===== config.mk =====
export PLATFORM = sky130hd
export DESIGN_NAME = iir_direct_form_filter
export DESIGN_NICKNAME = d
export VERILOG_FILES = /design/src/iirdf_pkg.sv /design/src/iirdf_hist_store.sv /design/src/iirdf_datapath.sv /design/src/iirdf_seq.sv /design/src/iir_direct_form_filter.sv
export VERILOG_INCLUDE_DIRS = /design/src /design/src/src
export SDC_FILE = /design/constraint.sdc
export NUM_CORES = 2
export LEC_CHECK = 0
export BUFFER_PORTS_ARGS = -buffer_cell sky130_fd_sc_hd__buf_2
export CORE_ASPECT_RATIO = 1.5
export CORE_MARGIN = 4
export CORE_UTILIZATION = 30
export CTS_BUF_LIST = sky130_fd_sc_hd__clkbuf_16
export CTS_CLUSTER_DIAMETER = 50
export CTS_CLUSTER_SIZE = 20
export DETAILED_ROUTE_END_ITERATION = 7
export GPL_TIMING_DRIVEN = 0
export SETUP_SLACK_MARGIN = 0.4
export SLEW_MARGIN = 20
export SYNTH_ARGS = -nofsm -noshare
export SYNTH_HDL_FRONTEND = slang
export SYNTH_SLANG_ARGS = --single-unit
export TNS_END_PERCENT = 1

===== constraint.sdc =====
create_clock -name clk -period 24 [get_ports clk]
set_input_delay 1.2 -clock clk [delete_from_list [all_inputs] [get_ports clk]]
set_output_delay 1.2 -clock clk [all_outputs]
set_load 0.01 [all_outputs]

===== src/iir_direct_form_filter_defines.svh =====
// Assertion macros shared by the IIR filter RTL.
// No dependencies; the including module must provide clk and arst_n.
`ifndef IIR_DIRECT_FORM_FILTER_DEFINES_SVH
`define IIR_DIRECT_FORM_FILTER_DEFINES_SVH

// Same-cycle implication, checked on every rising edge outside reset.
`define IIRDF_ASSERT_NOW(label, ante, cons, msg) \
	label: assert property (@(posedge clk) disable iff (!arst_n) (ante) |-> (cons)) \
		else $error(msg);

// Next-cycle implication, checked on every rising edge outside reset.
`define IIRDF_ASSERT_NEXT(label, ante, cons, msg) \
	label: assert property (@(posedge clk) disable iff (!arst_n) (ante) |=> (cons)) \
		else $error(msg);

`endif


===== src/iirdf_pkg.sv =====
// Shared constants, types and codes for the IIR direct-form filter.
// No dependencies; used by every module of the block.
`default_nettype none

package iirdf_pkg;

	// Block dimensions
	localparam int Channels    = 8;
	localparam int HistDepth   = 2;   // 1 or 2
	localparam int SampleBits  = 24;
	localparam int ChanBits    = 3;
	localparam int CoefBits    = 32;
	localparam int CoefFrac    = 28;
	localparam int OrderBits   = 2;
	localparam int RegIdxBits  = 3;

	localparam int ChanIdxBits = (Channels > 1) ? $clog2(Channels) : 1;
	localparam int RowBits     = HistDepth * SampleBits;

	// Stream payload widths, padded to whole bytes
	localparam int InDataBits  = ((ChanBits + 3 * SampleBits + 7) / 8) * 8;
	localparam int OutDataBits = ((ChanBits + SampleBits + 7) / 8) * 8;

	// Arithmetic sizing
	localparam int MacTerms    = 5;
	localparam int StepBits    = $clog2(MacTerms);
	localparam int AccBits     = CoefBits + SampleBits + 3;       // five exact terms
	localparam int HalfBits    = 32;                              // partial product split
	localparam int MulOpBits   = HalfBits + 1;
	localparam int ProdBits    = 2 * MulOpBits;
	localparam int ProdKeep    = 64;
	localparam int SumBits     = AccBits + 1;
	localparam int RoundShift  = 2 * CoefFrac - HalfBits;
	localparam int QBits       = SumBits + 1 - RoundShift;

	localparam logic [CoefBits-1:0] CoefOne = CoefBits'(64'd1 << CoefFrac);

	typedef enum logic [RegIdxBits-1:0] {
		REG_COEFF_B0,
		REG_COEFF_B1,
		REG_COEFF_B2,
		REG_COEFF_A1,
		REG_COEFF_A2,
		REG_INV_A0,
		REG_ORDER
	} reg_idx_t;

	typedef enum logic [0:0] {
		KIND_SAMPLE,
		KIND_PRESET
	} kind_t;

	typedef enum logic [3:0] {
		ST_IDLE,
		ST_PRESET,
		ST_MAC,
		ST_ACC,
		ST_ABS,
		ST_SC_LO,
		ST_SC_HI,
		ST_SUM,
		ST_ROUND,
		ST_EMIT
	} state_t;

	typedef enum logic [2:0] {
		MUL_B0_U,
		MUL_B1_U1,
		MUL_A1_Y1,
		MUL_B2_U2,
		MUL_A2_Y2,
		MUL_MAG_LO,
		MUL_MAG_HI
	} mul_sel_t;

	typedef struct packed {
		logic signed [CoefBits-1:0] b0;
		logic signed [CoefBits-1:0] b1;
		logic signed [CoefBits-1:0] b2;
		logic signed [CoefBits-1:0] a1;
		logic signed [CoefBits-1:0] a2;
		logic signed [CoefBits-1:0] inv_a0;
	} coef_set_t;

	typedef struct packed {
		mul_sel_t mul_sel;
		logic     acc_clr;
		logic     acc_add;
		logic     abs_en;
		logic     lo_save;
		logic     sum_en;
		logic     round_en;
	} dp_ctrl_t;

	typedef struct packed {
		dp_ctrl_t dp;
		logic     ready;
		logic     hist_wr;
		logic     emit;
	} seq_ctl_t;

endpackage

`default_nettype wire


===== src/iirdf_hist_store.sv =====
// Per-channel input and output history memories, one row per channel.
// Depends on iirdf_pkg. Rows never written read as zero via valid bits.
`default_nettype none

module iirdf_hist_store (
	input  logic                              clk,
	input  logic                              arst_n,
	input  logic                              rd_en,
	input  logic [iirdf_pkg::ChanIdxBits-1:0] rd_addr,
	input  logic                              wr_en,
	input  logic [iirdf_pkg::ChanIdxBits-1:0] wr_addr,
	input  logic [iirdf_pkg::RowBits-1:0]     wr_in_row,
	input  logic [iirdf_pkg::RowBits-1:0]     wr_out_row,
	output logic [iirdf_pkg::RowBits-1:0]     rd_in_row,
	output logic [iirdf_pkg::RowBits-1:0]     rd_out_row
);

	logic [iirdf_pkg::RowBits-1:0] in_hist_mem  [iirdf_pkg::Channels];
	logic [iirdf_pkg::RowBits-1:0] out_hist_mem [iirdf_pkg::Channels];
	logic [iirdf_pkg::Channels-1:0] valid_q;

	logic [iirdf_pkg::RowBits-1:0] in_rd_q;
	logic [iirdf_pkg::RowBits-1:0] out_rd_q;
	logic                          vld_rd_q;

	always_ff @(posedge clk) begin
		if (wr_en) begin
			in_hist_mem[wr_addr]  <= wr_in_row;
			out_hist_mem[wr_addr] <= wr_out_row;
		end
		if (rd_en) begin
			in_rd_q  <= in_hist_mem[rd_addr];
			out_rd_q <= out_hist_mem[rd_addr];
		end
	end

	always_ff @(posedge clk or negedge arst_n) begin
		if (!arst_n) begin
			valid_q  <= '0;
			vld_rd_q <= 1'b0;
		end else begin
			if (wr_en) begin
				valid_q[wr_addr] <= 1'b1;
			end
			if (rd_en) begin
				vld_rd_q <= valid_q[rd_addr];
			end
		end
	end

	assign rd_in_row  = vld_rd_q ? in_rd_q  : '0;
	assign rd_out_row = vld_rd_q ? out_rd_q : '0;

endmodule

`default_nettype wire


===== src/iirdf_datapath.sv =====
// Shared multiplier, accumulator and 1/a0 scaling with round and clip.
// Depends on iirdf_pkg; sequenced by iirdf_seq through dp_ctrl_t.
`default_nettype none

module iirdf_datapath (
	input  logic                                    clk,
	input  iirdf_pkg::coef_set_t                    coef,
	input  logic                                    order2,
	input  logic signed [iirdf_pkg::SampleBits-1:0] sample,
	input  logic [iirdf_pkg::RowBits-1:0]           in_row,
	input  logic [iirdf_pkg::RowBits-1:0]           out_row,
	input  iirdf_pkg::dp_ctrl_t                     ctrl,
	output logic signed [iirdf_pkg::SampleBits-1:0] res,
	output logic                                    sat
);

	localparam int S  = iirdf_pkg::SampleBits;
	localparam int MB = iirdf_pkg::MulOpBits;
	localparam int AB = iirdf_pkg::AccBits;
	localparam int HB = iirdf_pkg::HalfBits;
	localparam int SB = iirdf_pkg::SumBits;
	localparam int QB = iirdf_pkg::QBits;

	localparam logic [SB:0]   RoundHalf = (SB + 1)'(1) << (iirdf_pkg::RoundShift - 1);
	localparam logic [QB-1:0] HiLimQ    = QB'((64'd1 << (S - 1)) - 64'd1);
	localparam logic [QB-1:0] NegLimQ   = QB'(64'd1 << (S - 1));
	localparam logic [S-1:0]  SatHi     = {1'b0, {(S - 1){1'b1}}};
	localparam logic [S-1:0]  SatLo     = {1'b1, {(S - 1){1'b0}}};

	logic signed [S-1:0] u1, u2, y1, y2;
	logic signed [MB-1:0] a_op, b_op;
	logic signed [iirdf_pkg::ProdBits-1:0] prod_full;
	logic signed [iirdf_pkg::ProdKeep-1:0] prod_s1;
	logic                                  sub_s1;
	logic signed [AB-1:0] acc_q;
	logic signed [AB-1:0] term;
	logic [AB-1:0]        mag_q;
	logic [iirdf_pkg::CoefBits-1:0] imag_q;
	logic                 neg_q;
	logic [iirdf_pkg::ProdKeep-HB-1:0] plo_q;
	logic [SB-1:0]        t_q;
	logic [SB:0]          qsum;
	logic [QB-1:0]        q;
	logic [S-1:0]         res_next;
	logic                 sat_next;
	logic signed [S-1:0]  res_q;
	logic                 sat_q;

	// Entry 0 is the newest value of a row
	assign u1 = in_row[0 +: S];
	assign u2 = in_row[(iirdf_pkg::HistDepth - 1) * S +: S];
	assign y1 = out_row[0 +: S];
	assign y2 = out_row[(iirdf_pkg::HistDepth - 1) * S +: S];

	always_comb begin
		a_op = '0;
		b_op = '0;
		case (ctrl.mul_sel)
			iirdf_pkg::MUL_B0_U: begin
				a_op = MB'($signed(coef.b0));
				b_op = MB'(sample);
			end
			iirdf_pkg::MUL_B1_U1: begin
				a_op = MB'($signed(coef.b1));
				b_op = MB'(u1);
			end
			iirdf_pkg::MUL_A1_Y1: begin
				a_op = MB'($signed(coef.a1));
				b_op = MB'(y1);
			end
			iirdf_pkg::MUL_B2_U2: begin
				a_op = order2 ? MB'($signed(coef.b2)) : '0;
				b_op = MB'(u2);
			end
			iirdf_pkg::MUL_A2_Y2: begin
				a_op = order2 ? MB'($signed(coef.a2)) : '0;
				b_op = MB'(y2);
			end
			iirdf_pkg::MUL_MAG_LO: begin
				a_op = MB'(mag_q[HB-1:0]);
				b_op = MB'(imag_q);
			end
			iirdf_pkg::MUL_MAG_HI: begin
				a_op = MB'(mag_q[AB-1:HB]);
				b_op = MB'(imag_q);
			end
			default: begin
				a_op = '0;
				b_op = '0;
			end
		endcase
	end

	assign prod_full = a_op * b_op;
	assign term      = AB'(prod_s1);

	// Round half away from zero on the magnitude, then clip
	assign qsum = {1'b0, t_q} + RoundHalf;
	assign q    = qsum[SB:iirdf_pkg::RoundShift];

	always_comb begin
		if (neg_q) begin
			sat_next = (q > NegLimQ);
			res_next = sat_next ? SatLo : S'(-q[S-1:0]);
		end else begin
			sat_next = (q > HiLimQ);
			res_next = sat_next ? SatHi : q[S-1:0];
		end
	end

	always_ff @(posedge clk) begin
		prod_s1 <= prod_full[iirdf_pkg::ProdKeep-1:0];
		sub_s1  <= (ctrl.mul_sel == iirdf_pkg::MUL_A1_Y1) ||
		           (ctrl.mul_sel == iirdf_pkg::MUL_A2_Y2);
		if (ctrl.acc_clr) begin
			acc_q <= '0;
		end else if (ctrl.acc_add) begin
			acc_q <= sub_s1 ? (acc_q - term) : (acc_q + term);
		end
		if (ctrl.abs_en) begin
			mag_q  <= acc_q[AB-1] ? AB'(-acc_q) : AB'(acc_q);
			imag_q <= coef.inv_a0[iirdf_pkg::CoefBits-1] ? -coef.inv_a0 : coef.inv_a0;
			neg_q  <= acc_q[AB-1] ^ coef.inv_a0[iirdf_pkg::CoefBits-1];
		end
		if (ctrl.lo_save) begin
			plo_q <= prod_s1[iirdf_pkg::ProdKeep-1:HB];
		end
		if (ctrl.sum_en) begin
			t_q <= SB'(plo_q) + prod_s1[SB-1:0];
		end
		if (ctrl.round_en) begin
			res_q <= res_next;
			sat_q <= sat_next;
		end
	end

	assign res = res_q;
	assign sat = sat_q;

endmodule

`default_nettype wire


===== src/iirdf_seq.sv =====
// Item sequencer: steps the shared multiplier and history write-back.
// Depends on iirdf_pkg; drives iirdf_datapath and iirdf_hist_store.
`default_nettype none

module iirdf_seq (
	input  logic                  clk,
	input  logic                  arst_n,
	input  logic                  accept,
	input  iirdf_pkg::kind_t      item_kind,
	input  logic                  chan_ok,
	input  logic                  out_free,
	output iirdf_pkg::seq_ctl_t   ctl
);

	iirdf_pkg::state_t state_q, state_next;
	logic [iirdf_pkg::StepBits-1:0] step_q;
	logic last_step;

	assign last_step = (step_q == iirdf_pkg::StepBits'(iirdf_pkg::MacTerms - 1));

	always_ff @(posedge clk or negedge arst_n) begin
		if (!arst_n) begin
			state_q <= iirdf_pkg::ST_IDLE;
			step_q  <= '0;
		end else begin
			state_q <= state_next;
			if (state_q == iirdf_pkg::ST_MAC) begin
				step_q <= step_q + 1'b1;
			end else begin
				step_q <= '0;
			end
		end
	end

	always_comb begin
		state_next = state_q;
		unique case (state_q)
			iirdf_pkg::ST_IDLE: begin
				if (accept && chan_ok) begin
					state_next = (item_kind == iirdf_pkg::KIND_PRESET) ?
					             iirdf_pkg::ST_PRESET : iirdf_pkg::ST_MAC;
				end
			end
			iirdf_pkg::ST_PRESET: state_next = iirdf_pkg::ST_IDLE;
			iirdf_pkg::ST_MAC: begin
				if (last_step) begin
					state_next = iirdf_pkg::ST_ACC;
				end
			end
			iirdf_pkg::ST_ACC:   state_next = iirdf_pkg::ST_ABS;
			iirdf_pkg::ST_ABS:   state_next = iirdf_pkg::ST_SC_LO;
			iirdf_pkg::ST_SC_LO: state_next = iirdf_pkg::ST_SC_HI;
			iirdf_pkg::ST_SC_HI: state_next = iirdf_pkg::ST_SUM;
			iirdf_pkg::ST_SUM:   state_next = iirdf_pkg::ST_ROUND;
			iirdf_pkg::ST_ROUND: state_next = iirdf_pkg::ST_EMIT;
			iirdf_pkg::ST_EMIT: begin
				if (out_free) begin
					state_next = iirdf_pkg::ST_IDLE;
				end
			end
			default: state_next = iirdf_pkg::ST_IDLE;
		endcase
	end

	always_comb begin
		ctl            = '0;
		ctl.dp.mul_sel = iirdf_pkg::MUL_B0_U;
		unique case (state_q)
			iirdf_pkg::ST_IDLE:   ctl.ready = 1'b1;
			iirdf_pkg::ST_PRESET: ctl.hist_wr = 1'b1;
			iirdf_pkg::ST_MAC: begin
				case (step_q)
					3'd0:    ctl.dp.mul_sel = iirdf_pkg::MUL_B0_U;
					3'd1:    ctl.dp.mul_sel = iirdf_pkg::MUL_B1_U1;
					3'd2:    ctl.dp.mul_sel = iirdf_pkg::MUL_A1_Y1;
					3'd3:    ctl.dp.mul_sel = iirdf_pkg::MUL_B2_U2;
					default: ctl.dp.mul_sel = iirdf_pkg::MUL_A2_Y2;
				endcase
				ctl.dp.acc_clr = (step_q == '0);
				ctl.dp.acc_add = (step_q != '0);
			end
			iirdf_pkg::ST_ACC:   ctl.dp.acc_add = 1'b1;
			iirdf_pkg::ST_ABS:   ctl.dp.abs_en  = 1'b1;
			iirdf_pkg::ST_SC_LO: ctl.dp.mul_sel = iirdf_pkg::MUL_MAG_LO;
			iirdf_pkg::ST_SC_HI: begin
				ctl.dp.mul_sel = iirdf_pkg::MUL_MAG_HI;
				ctl.dp.lo_save = 1'b1;
			end
			iirdf_pkg::ST_SUM:   ctl.dp.sum_en   = 1'b1;
			iirdf_pkg::ST_ROUND: ctl.dp.round_en = 1'b1;
			iirdf_pkg::ST_EMIT: begin
				ctl.hist_wr = out_free;
				ctl.emit    = out_free;
			end
			default: ctl.ready = 1'b0;
		endcase
	end

endmodule

`default_nettype wire


===== src/iir_direct_form_filter.sv =====
// Top level of the multichannel direct-form-I IIR filter.
// Depends on iirdf_pkg, iirdf_hist_store, iirdf_datapath, iirdf_seq and the defines header.
`default_nettype none

// Eight-channel direct-form-I filter of order one or two, one item at a time. A sample
// transfer passes the MAC, ACC, ABS, SC_LO, SC_HI, SUM and ROUND states and has its result
// loaded into the output register in EMIT; no new item is accepted until the block is idle
// again. One shared 33x33 multiplier forms the five filter products (b0*u, b1*u1, a1*y1,
// b2*u2, a2*y2) in turn into a 59-bit accumulator, then two partial products of
// |acc| * |1/a0|, followed by a sum, a round (halves away from zero) and a clip to 24 bits.
// A preset transfer is accepted, then writes the history row, and emits nothing. An item
// for an absent channel is dropped in its accept cycle. The history of each channel lives
// in two synchronous memories, one row of two entries per channel; the row is read as the
// item is accepted and written back when the result is loaded, so consecutive items never
// overlap on a row. Rows never written read as zero through per-row valid bits cleared by
// reset; there is no clearing pass. The output register lets the next item be accepted
// while a result waits; an item only stalls in its final cycle if the previous result has
// still not been taken. Coefficients and order are written through the configuration port;
// the user must write them only while the block is idle; the block does not enforce this.

`include "iir_direct_form_filter_defines.svh"

module iir_direct_form_filter (
	input  logic                                  clk,
	input  logic                                  arst_n,
	// Configuration write port
	input  logic                                  cfg_we,
	input  logic [iirdf_pkg::RegIdxBits-1:0]      cfg_addr,
	input  logic [iirdf_pkg::CoefBits-1:0]        cfg_wdata,
	// Input stream
	input  logic                                  s_tvalid,
	output logic                                  s_tready,
	// [2:0] channel, [26:3] sample_value, [50:27] preset_output, [74:51] preset_input
	input  logic [iirdf_pkg::InDataBits-1:0]      s_tdata,
	// [0] kind
	input  logic                                  s_tuser,
	// Output stream
	output logic                                  m_tvalid,
	input  logic                                  m_tready,
	// [2:0] out_channel, [26:3] filtered_value
	output logic [iirdf_pkg::OutDataBits-1:0]     m_tdata,
	// [0] saturated
	output logic                                  m_tuser
);

	localparam int S  = iirdf_pkg::SampleBits;
	localparam int CB = iirdf_pkg::ChanBits;

	localparam logic [S-1:0] SatHi = {1'b0, {(S - 1){1'b1}}};
	localparam logic [S-1:0] SatLo = {1'b1, {(S - 1){1'b0}}};

	// Configuration registers
	iirdf_pkg::coef_set_t coef_q;
	logic [iirdf_pkg::OrderBits-1:0] order_q;
	logic order2;

	// Input field split
	logic [CB-1:0]       s_channel;
	logic signed [S-1:0] s_sample;
	logic signed [S-1:0] s_preset_out;
	logic signed [S-1:0] s_preset_in;
	logic                s_accept;
	logic                chan_ok;

	// Item held for the duration of its processing
	logic [CB-1:0]       chan_q;
	iirdf_pkg::kind_t    kind_q;
	logic signed [S-1:0] sample_q;
	logic signed [S-1:0] preset_out_q;
	logic signed [S-1:0] preset_in_q;

	// History memory and datapath wiring
	logic [iirdf_pkg::RowBits-1:0] rd_in_row, rd_out_row;
	logic [iirdf_pkg::RowBits-1:0] wr_in_row, wr_out_row;
	logic signed [S-1:0] res;
	logic                sat;
	iirdf_pkg::seq_ctl_t ctl;
	logic                out_free;

	// Output register
	logic                m_tvalid_q;
	logic [CB-1:0]       m_chan_q;
	logic [S-1:0]        m_value_q;
	logic                m_sat_q;

	assign s_channel    = s_tdata[CB-1:0];
	assign s_sample     = s_tdata[CB +: S];
	assign s_preset_out = s_tdata[CB + S +: S];
	assign s_preset_in  = s_tdata[CB + 2 * S +: S];

	assign s_tready = ctl.ready;
	assign s_accept = s_tvalid && s_tready;
	assign chan_ok  = (32'(s_channel) < 32'(iirdf_pkg::Channels));

	// Order 0 behaves as 1, order 3 as 2; limited by the history depth
	assign order2 = order_q[1] && (iirdf_pkg::HistDepth >= 2);

	always_ff @(posedge clk or negedge arst_n) begin
		if (!arst_n) begin
			coef_q.b0     <= iirdf_pkg::CoefOne;
			coef_q.b1     <= '0;
			coef_q.b2     <= '0;
			coef_q.a1     <= '0;
			coef_q.a2     <= '0;
			coef_q.inv_a0 <= iirdf_pkg::CoefOne;
			order_q       <= iirdf_pkg::OrderBits'(2);
		end else if (cfg_we) begin
			unique case (iirdf_pkg::reg_idx_t'(cfg_addr))
				iirdf_pkg::REG_COEFF_B0: coef_q.b0     <= cfg_wdata;
				iirdf_pkg::REG_COEFF_B1: coef_q.b1     <= cfg_wdata;
				iirdf_pkg::REG_COEFF_B2: coef_q.b2     <= cfg_wdata;
				iirdf_pkg::REG_COEFF_A1: coef_q.a1     <= cfg_wdata;
				iirdf_pkg::REG_COEFF_A2: coef_q.a2     <= cfg_wdata;
				iirdf_pkg::REG_INV_A0:   coef_q.inv_a0 <= cfg_wdata;
				iirdf_pkg::REG_ORDER:    order_q       <= cfg_wdata[iirdf_pkg::OrderBits-1:0];
				default:                 order_q       <= order_q;
			endcase
		end
	end

	// Capture the item on its transfer
	always_ff @(posedge clk) begin
		if (s_accept) begin
			chan_q       <= s_channel;
			kind_q       <= iirdf_pkg::kind_t'(s_tuser);
			sample_q     <= s_sample;
			preset_out_q <= s_preset_out;
			preset_in_q  <= s_preset_in;
		end
	end

	// For a sample, the new value enters entry 0 and older entries move up one place; a preset fills every entry
	always_comb begin
		if (kind_q == iirdf_pkg::KIND_PRESET) begin
			wr_in_row  = {iirdf_pkg::HistDepth{preset_in_q}};
			wr_out_row = {iirdf_pkg::HistDepth{preset_out_q}};
		end else begin
			wr_in_row  = iirdf_pkg::RowBits'({rd_in_row, sample_q});
			wr_out_row = iirdf_pkg::RowBits'({rd_out_row, res});
		end
	end

	iirdf_hist_store u_hist (
		.clk        (clk),
		.arst_n     (arst_n),
		.rd_en      (s_accept && chan_ok),
		.rd_addr    (iirdf_pkg::ChanIdxBits'(s_channel)),
		.wr_en      (ctl.hist_wr),
		.wr_addr    (iirdf_pkg::ChanIdxBits'(chan_q)),
		.wr_in_row  (wr_in_row),
		.wr_out_row (wr_out_row),
		.rd_in_row  (rd_in_row),
		.rd_out_row (rd_out_row)
	);

	iirdf_datapath u_dp (
		.clk     (clk),
		.coef    (coef_q),
		.order2  (order2),
		.sample  (sample_q),
		.in_row  (rd_in_row),
		.out_row (rd_out_row),
		.ctrl    (ctl.dp),
		.res     (res),
		.sat     (sat)
	);

	assign out_free = !m_tvalid_q || m_tready;

	iirdf_seq u_seq (
		.clk       (clk),
		.arst_n    (arst_n),
		.accept    (s_accept),
		.item_kind (iirdf_pkg::kind_t'(s_tuser)),
		.chan_ok   (chan_ok),
		.out_free  (out_free),
		.ctl       (ctl)
	);

	// Output register: a new result is loaded only once the slot is free
	always_ff @(posedge clk or negedge arst_n) begin
		if (!arst_n) begin
			m_tvalid_q <= 1'b0;
		end else if (ctl.emit) begin
			m_tvalid_q <= 1'b1;
		end else if (m_tready) begin
			m_tvalid_q <= 1'b0;
		end
	end

	always_ff @(posedge clk) begin
		if (ctl.emit) begin
			m_chan_q  <= chan_q;
			m_value_q <= res;
			m_sat_q   <= sat;
		end
	end

	assign m_tvalid = m_tvalid_q;
	assign m_tdata  = iirdf_pkg::OutDataBits'({m_value_q, m_chan_q});
	assign m_tuser  = m_sat_q;

	`IIRDF_ASSERT_NOW(a_wr_while_busy, ctl.hist_wr, !s_tready, "history written while accepting")
	`IIRDF_ASSERT_NOW(a_emit_slot_free, ctl.emit, out_free, "result overwrote an untaken result")
	`IIRDF_ASSERT_NEXT(a_busy_after_item, s_accept && chan_ok, !s_tready, "item overlap on history")
	`IIRDF_ASSERT_NOW(a_sat_at_limit, m_tvalid_q && m_sat_q, (m_value_q == SatHi) || (m_value_q == SatLo), "clip flag without limit value")

endmodule

`default_nettype wire

---- Yosys cells after proc, flatten, opt, wreduce, memory -nomap -nowiden ----
Memories as Yosys holds them, arrays and structs flattened. A register that Yosys moved wholly into a read port is not among the register bits.
Cells that the tools add are included.
W data, S select, Z words.
cells by class
  mux-type cells .......................... 40
  bitwise gates (word level) .............. 2
  multiply operators ...................... 1
  equality and inequality tests ........... 28
  magnitude comparators ................... 5
  add/subtract/negate cells ............... 8
  reduce and logical (&&, ||, !) cells .... 20
operators by type and width
  cell                      number
  $pmux W33 S7              1
  $pmux W33 S6              1
  $mux W48                  4
  $mux W24                  3
  $mux W33                  2
  $mul A33 B33 Y64          1
  $add A60 B24 Y61 const B  1
  $add A32 B60 Y60          1
  $add A59 B59 Y59          1
  $mux W59                  1
  $neg A59 Y59              1
  $sub A59 B59 Y59          1
  $mux W58                  1
  $gt A37 B23 Y1 const B    1
  $gt A37 B24 Y1 const B    1
  $pmux W4 S9               1
  $neg A32 Y32              1
  $mux W31                  1
  $neg A24 Y24              1
  $eq A3 B3 Y1 const B      7
  $eq A3 B2 Y1 const B      6
  $eq A4 B3 Y1 const B      4
  $mux W1                   14
  $reduce_and A2 Y1         7
  other kinds (28)          41
word-level totals
  word-level logic and storage cells ...... 138
  output and inout bits ................... 35
  memories ................................ 2
  register bits ........................... 648
  RAM bits ................................ 768
memories
  memory               words  width  read ports  clocked after Yosys merged registers in  write ports  line                    source
  u_hist.in_hist_mem   8      48     1           1                                        1            iirdf_hist_store.sv:18  logic [iirdf_pkg::RowBits-1:0] in_hist_mem [iirdf_pkg::Channels];
  u_hist.out_hist_mem  8      48     1           1                                        1            iirdf_hist_store.sv:19  logic [iirdf_pkg::RowBits-1:0] out_hist_mem [iirdf_pkg::Channels];

---- Depth between registers and ports, before layout ----
  word-level depth ........................ 7
  mapped depth ............................ 42
  depth with buffers taken out ............ 38

---- By module ----
A second synthesis with hierarchy kept.
unflattened totals
  cell total of the unflattened synthesis .. 8637
  area total of the unflattened synthesis .. 103057.6 um^2
modules (own cells, without submodules)
  module                  cells each  area each (um^2)  instances
  iirdf_datapath          6440        58200.8           1
  iirdf_hist_store        1349        32738.9           1
  iir_direct_form_filter  786         11598.6           1
  iirdf_seq               62          519.2             1

---- Worst setup path after synthesis ----
Ideal clock, no wire load.
  path kind ............................... register -> register
  from .................................... reg u_seq.step_q[0] (netlist name)
  to ...................................... reg u_dp.prod_s1[63] (netlist name)
  required time ........................... 23875 ps
  path slack .............................. 13376 ps
  arrival ................................. 10499 ps
  setup time .............................. 125 ps
  clock period less this slack ............ 10624 ps
  stages on the path, launching flop included .. 41
  path through ............................ dfrtp_1 > ha_1 > ha_1 > a21oi_1 > o22a_1 > nand2b_1 > nor2_1 > clkbuf_1 > buf_1 > buf_1 > a22o_1 > o21ai_0 > nand2_1 > clkbuf_1 > nand2_1 > fa_1 > inv_1 > fa_1 > [... 5 more ...] > fa_1 > fa_1 > inv_1 > fa_1 > inv_1 > ha_1 > clkbuf_1 > a21o_1 > a21o_1 > a21o_1 > a211o_1 > a21oi_1 > o21bai_1 > a21oi_1 > o21ai_0 > a21oi_1 > o31ai_1 > xnor2_1
between the ends
  longest elaborated chain between the ends .. 7
ends and longest elaborated chain
  what                                  line                   source
  start: declaration                    iirdf_seq.sv:16        logic [iirdf_pkg::StepBits-1:0] step_q;
  start signal: assignment              iirdf_seq.sv:28        step_q <= step_q + 1'b1;
  $eq A3 B2 Y1 (tied with other cells)  iirdf_seq.sv:72        case (step_q)
  $pmux W3 S4 *                         iirdf_seq.sv:72
  $pmux W3 S3 *                         iirdf_seq.sv:68        unique case (state_q)
  $eq A3 B3 Y1                          iirdf_datapath.sv:58   case (ctrl.mul_sel)
  $reduce_or A2 Y1 (no source line)     -
  $pmux W33 S6                          iirdf_datapath.sv:58
  $mul A33 B33 Y64 *                    iirdf_datapath.sv:94   assign prod_full = a_op * b_op;
  net u_dp.prod_full, one bit           iirdf_datapath.sv:32   logic signed [iirdf_pkg::ProdBits-1:0] prod_full;
  end signal: assignment                iirdf_datapath.sv:112  prod_s1 <= prod_full[iirdf_pkg::ProdKeep-1:0];
  end: declaration                      iirdf_datapath.sv:33   logic signed [iirdf_pkg::ProdKeep-1:0] prod_s1;
Mark *: on every way through the listed nets, which the timed path passes. The rest lies on a longest branch.
A chain may end at the register's enable or synchronous reset.

---- Worst setup path after layout ----
  from .................................... reg u_seq.step_q[0] (netlist name)
  to ...................................... reg u_dp.prod_s1[61] (netlist name)
Same word-level chain as after synthesis.

==> flow_summary.toml <==
[grt]
grt.met1_usage = 0.231
grt_pass1_wl_um = 547000
grt_busiest_layer = "met2"
antenna_found_initial = 59
grt_max_degree = 95
track_usage = 0.221
grtUsageMet2 = 0.378
grt_pass1_vias = 73100
gr-usage-met3 = 0.0428
gr-total-overflow = 0

[yosys]
netlist_instances = 8451
synth_fa_ha_area_frac = 0.260
synth_edf_count = 1154
synth_most_common_cell = "inv_1"
netlist.area_leader.share = 0.341
synth_top_family_by_area = "adder cells"
ys.flop_type = "edfxtp_1"
yosys_warnings = 0
muxShareOfSynthArea = 0.0843
yosys-top-cells-area = "edfxtp_1 (34%), fa_1 (22%), dfrtp_1 (5.1%)"
synth_compound_area_frac = 0.0635
yosysUniqueCellTypes = 88
synth-xor-area-share = 0.0283
synth_largest_area_cell = "edfxtp_1"
synth_commonest_cells = "inv_1 (1174), edfxtp_1 (1154), fa_1 (1126)"
syn_area_um2 = 102000
async_reset_ff_frac = 0.141
yosysSeqAreaShare = 0.417
syn_avg_cell_area_um2 = 12.0
ys_ff_latch = 1488
yosys.area_share.simple = 0.0873

[route]
viasPerCell = 5.20
drt_iter0_drc = 6683
ant_nets = 0
wl_per_cell_um = 29.1
drc_errors = 0
drt_first_pass_iters = 6
wl_um = 389000
dr_total_vias = 69700

[job]
drv_cap = 0

[worst_setup_path]
max_stage_delay_ns = 0.97
crit_fanout = 11
endpoint = "u_dp.prod_s1[61]$_DFF_P_"
critPathCaptureType = "flop"
ff2ff_setup_slack_ns = 7.33
cp.required_ns = 24.50
worstSetupStartpointType = "flop"
cp_slowest_cell = "o22ai_1"
crit_type = "flop to flop"
reg2reg_depth = 37
startpoint = "u_seq.step_q[0]$_DFF_PN0_"
reg2reg_to = "u_dp.prod_s1[61]$_DFF_P_"
arrival_ns = 17.17
r2r-start = "u_seq.step_q[0]$_DFF_PN0_"
worst_path_most_repeated_cell = "fa_1"

[cells_and_area]
area_delta_synth_final_pct = 11.1
final_util = 0.335
drive_above_1_share = 0.117
fillers = 33900
finalNetCount = 10400

[timing]
fin_setup_tns_ns = 0
setup_slack_ns = 7.33
clock.fmax_mhz = 60.0
fin_worst_skew_ns = 0.0769
slew_viol_final = 0
period_minus_slack_ns = 16.67
rsz0062_at_grt = "no"
setup_viol = 0
slew-limit-headroom = 0.0671
period_share = 0.694
hold_viol_final = 0
worst_pin_slew_ns = 1.40

[placement]
io_buffers = 143
place_ws_ns = 7.46
hpwlAfterDp_um = 308000
globalplace.congestion = 1.04

[clock_network]
clockBufferDepth = 3
cts_buffers = 95
hold_buffers = 0
cts_tree = "yes"
h-tree-depth = 3
post_cts.repair.setup_buffers = 0
worstSkewPairLatency_ns = 0.76
cts.sinks = 1488
ctsResizeCount = 0
clk_pin_slew_worst_paths_ns = 0.08
cts_root_buffer = "clkbuf_16"

[floorplanning]
start_util = 0.302
boundaryPins = 156
die_h_um = 721
core-area_um2 = 337000
rows = 261
die_x_um = 483
design.die.area_um2 = 348000

[min_path]
hold_path.class = "input port to async pin"

[outcome]
status = "finished clean"
==> sequential cells by signal (all words and copies together), names as in the netlist, 32 cells and up <==
name                 cells
u_hist.in_hist_mem     384
u_hist.out_hist_mem    384
coef_q                 192
u_dp.prod_s1            64
u_dp.acc_q              59
u_dp.mag_q              59
u_hist.in_rd_q          48
u_hist.out_rd_q         48
u_dp.t_q                37
u_dp.imag_q             32
u_dp.plo_q              32
==> cells by family (layout without fill, tap and decap cells) <==
logic type               Yosys count  count (layout)
AND/OR/NAND/NOR                 2046            2046
buffers and inverters           1605            2021
multiplexers                     571             571
adder cells (fa/ha/maj)         1437            1437
other                              1              50
flip-flops                      1488            1488
AO/OA/AOI/OAI                    974             974
XOR/XNOR                         329             329
==> layer usage <==
metal | part of all wire | vias to the layer above
met5 | 0.00052 | -
met4 | 0.11 | 34
met3 | 0.073 | 1237
met2 | 0.49 | 3321
met1 | 0.32 | 36000
li1 | - | 29100
==> critical path, delay by kind of cell (launching register included) <==
| kind | cells | cell delay (ns) |
|---|---|---|
| fa+ha+maj | 11 | 5.64 |
| compound gates | 11 | 4.40 |
| buf+inv | 8 | 3.19 |
| simple gates | 6 | 1.83 |
| xor+xnor | 1 | 0.94 |
| flops | 1 | 0.42 |
==> final cells by class <==
type / instances / area, um^2 / share of cell area
buffer: 430 / 1680 / 0.0148
inverter: 1175 / 4410 / 0.0391
sequential: 1488 / 42400 / 0.375
antenna: 45 / 113 / 0.000997
clock buffer: 98 / 2450 / 0.0217
multi-input combinational: 5362 / 53400 / 0.473
clock inverter: 72 / 611 / 0.00541
timing repair buffer: 246 / 2250 / 0.0199
tap: 4471 / 5590 / 0.0495
==> layout by cell type (no fill, tap or decap), types with 124 or more instances in the layout <==
master	netlist	layout
dfrtp_1	207	207
o21ai_0	193	191
nand2_1	983	982
edfxtp_1	1154	1154
clkbuf_1	382	356
inv_1	1174	1211
mux2_2	340	340
fa_1	1126	1125
mux4_2	194	194
nor2_1	578	570
a21oi_1	265	262
ha_1	311	311
buf_2	0	153
dfxtp_1	124	124
xnor2_1	258	255
==> worst min-delay path by stage <==
stage | from | endpoint | cells after the start
2_1_floorplan | u_dp.prod_s1[60]$_DFF_P_ | u_dp.plo_q[28]$_DFFE_PN_ | 0
3_3_place_gp | u_dp.prod_s1[63]$_DFF_P_ | u_dp.plo_q[31]$_DFFE_PN_ | 0
3_5_place_dp | u_dp.prod_s1[62]$_DFF_P_ | u_dp.plo_q[30]$_DFFE_PN_ | 0
4_1_cts | arst_n | coef_q[30]$_DFFE_PN0P_ | 1
5_1_grt | arst_n | coef_q[30]$_DFFE_PN0P_ | 1
6_report | arst_n | coef_q[27]$_DFFE_PN0P_ | 1
==> through the flow <==
step                      cell area (um^2)  hold WS [ns]  cells
final                               113000         0.331  13400
after global routing                113000         0.330  13400
after CTS                           113000         0.301  13300
after detailed placement            110000         0.390  13200
after global placement              108000         0.392  13100
after floorplan                     102000         0.386   8455
Power is not shown: default switching activity piles up to over one toggle a cycle in this logic, so the estimate is an artifact.
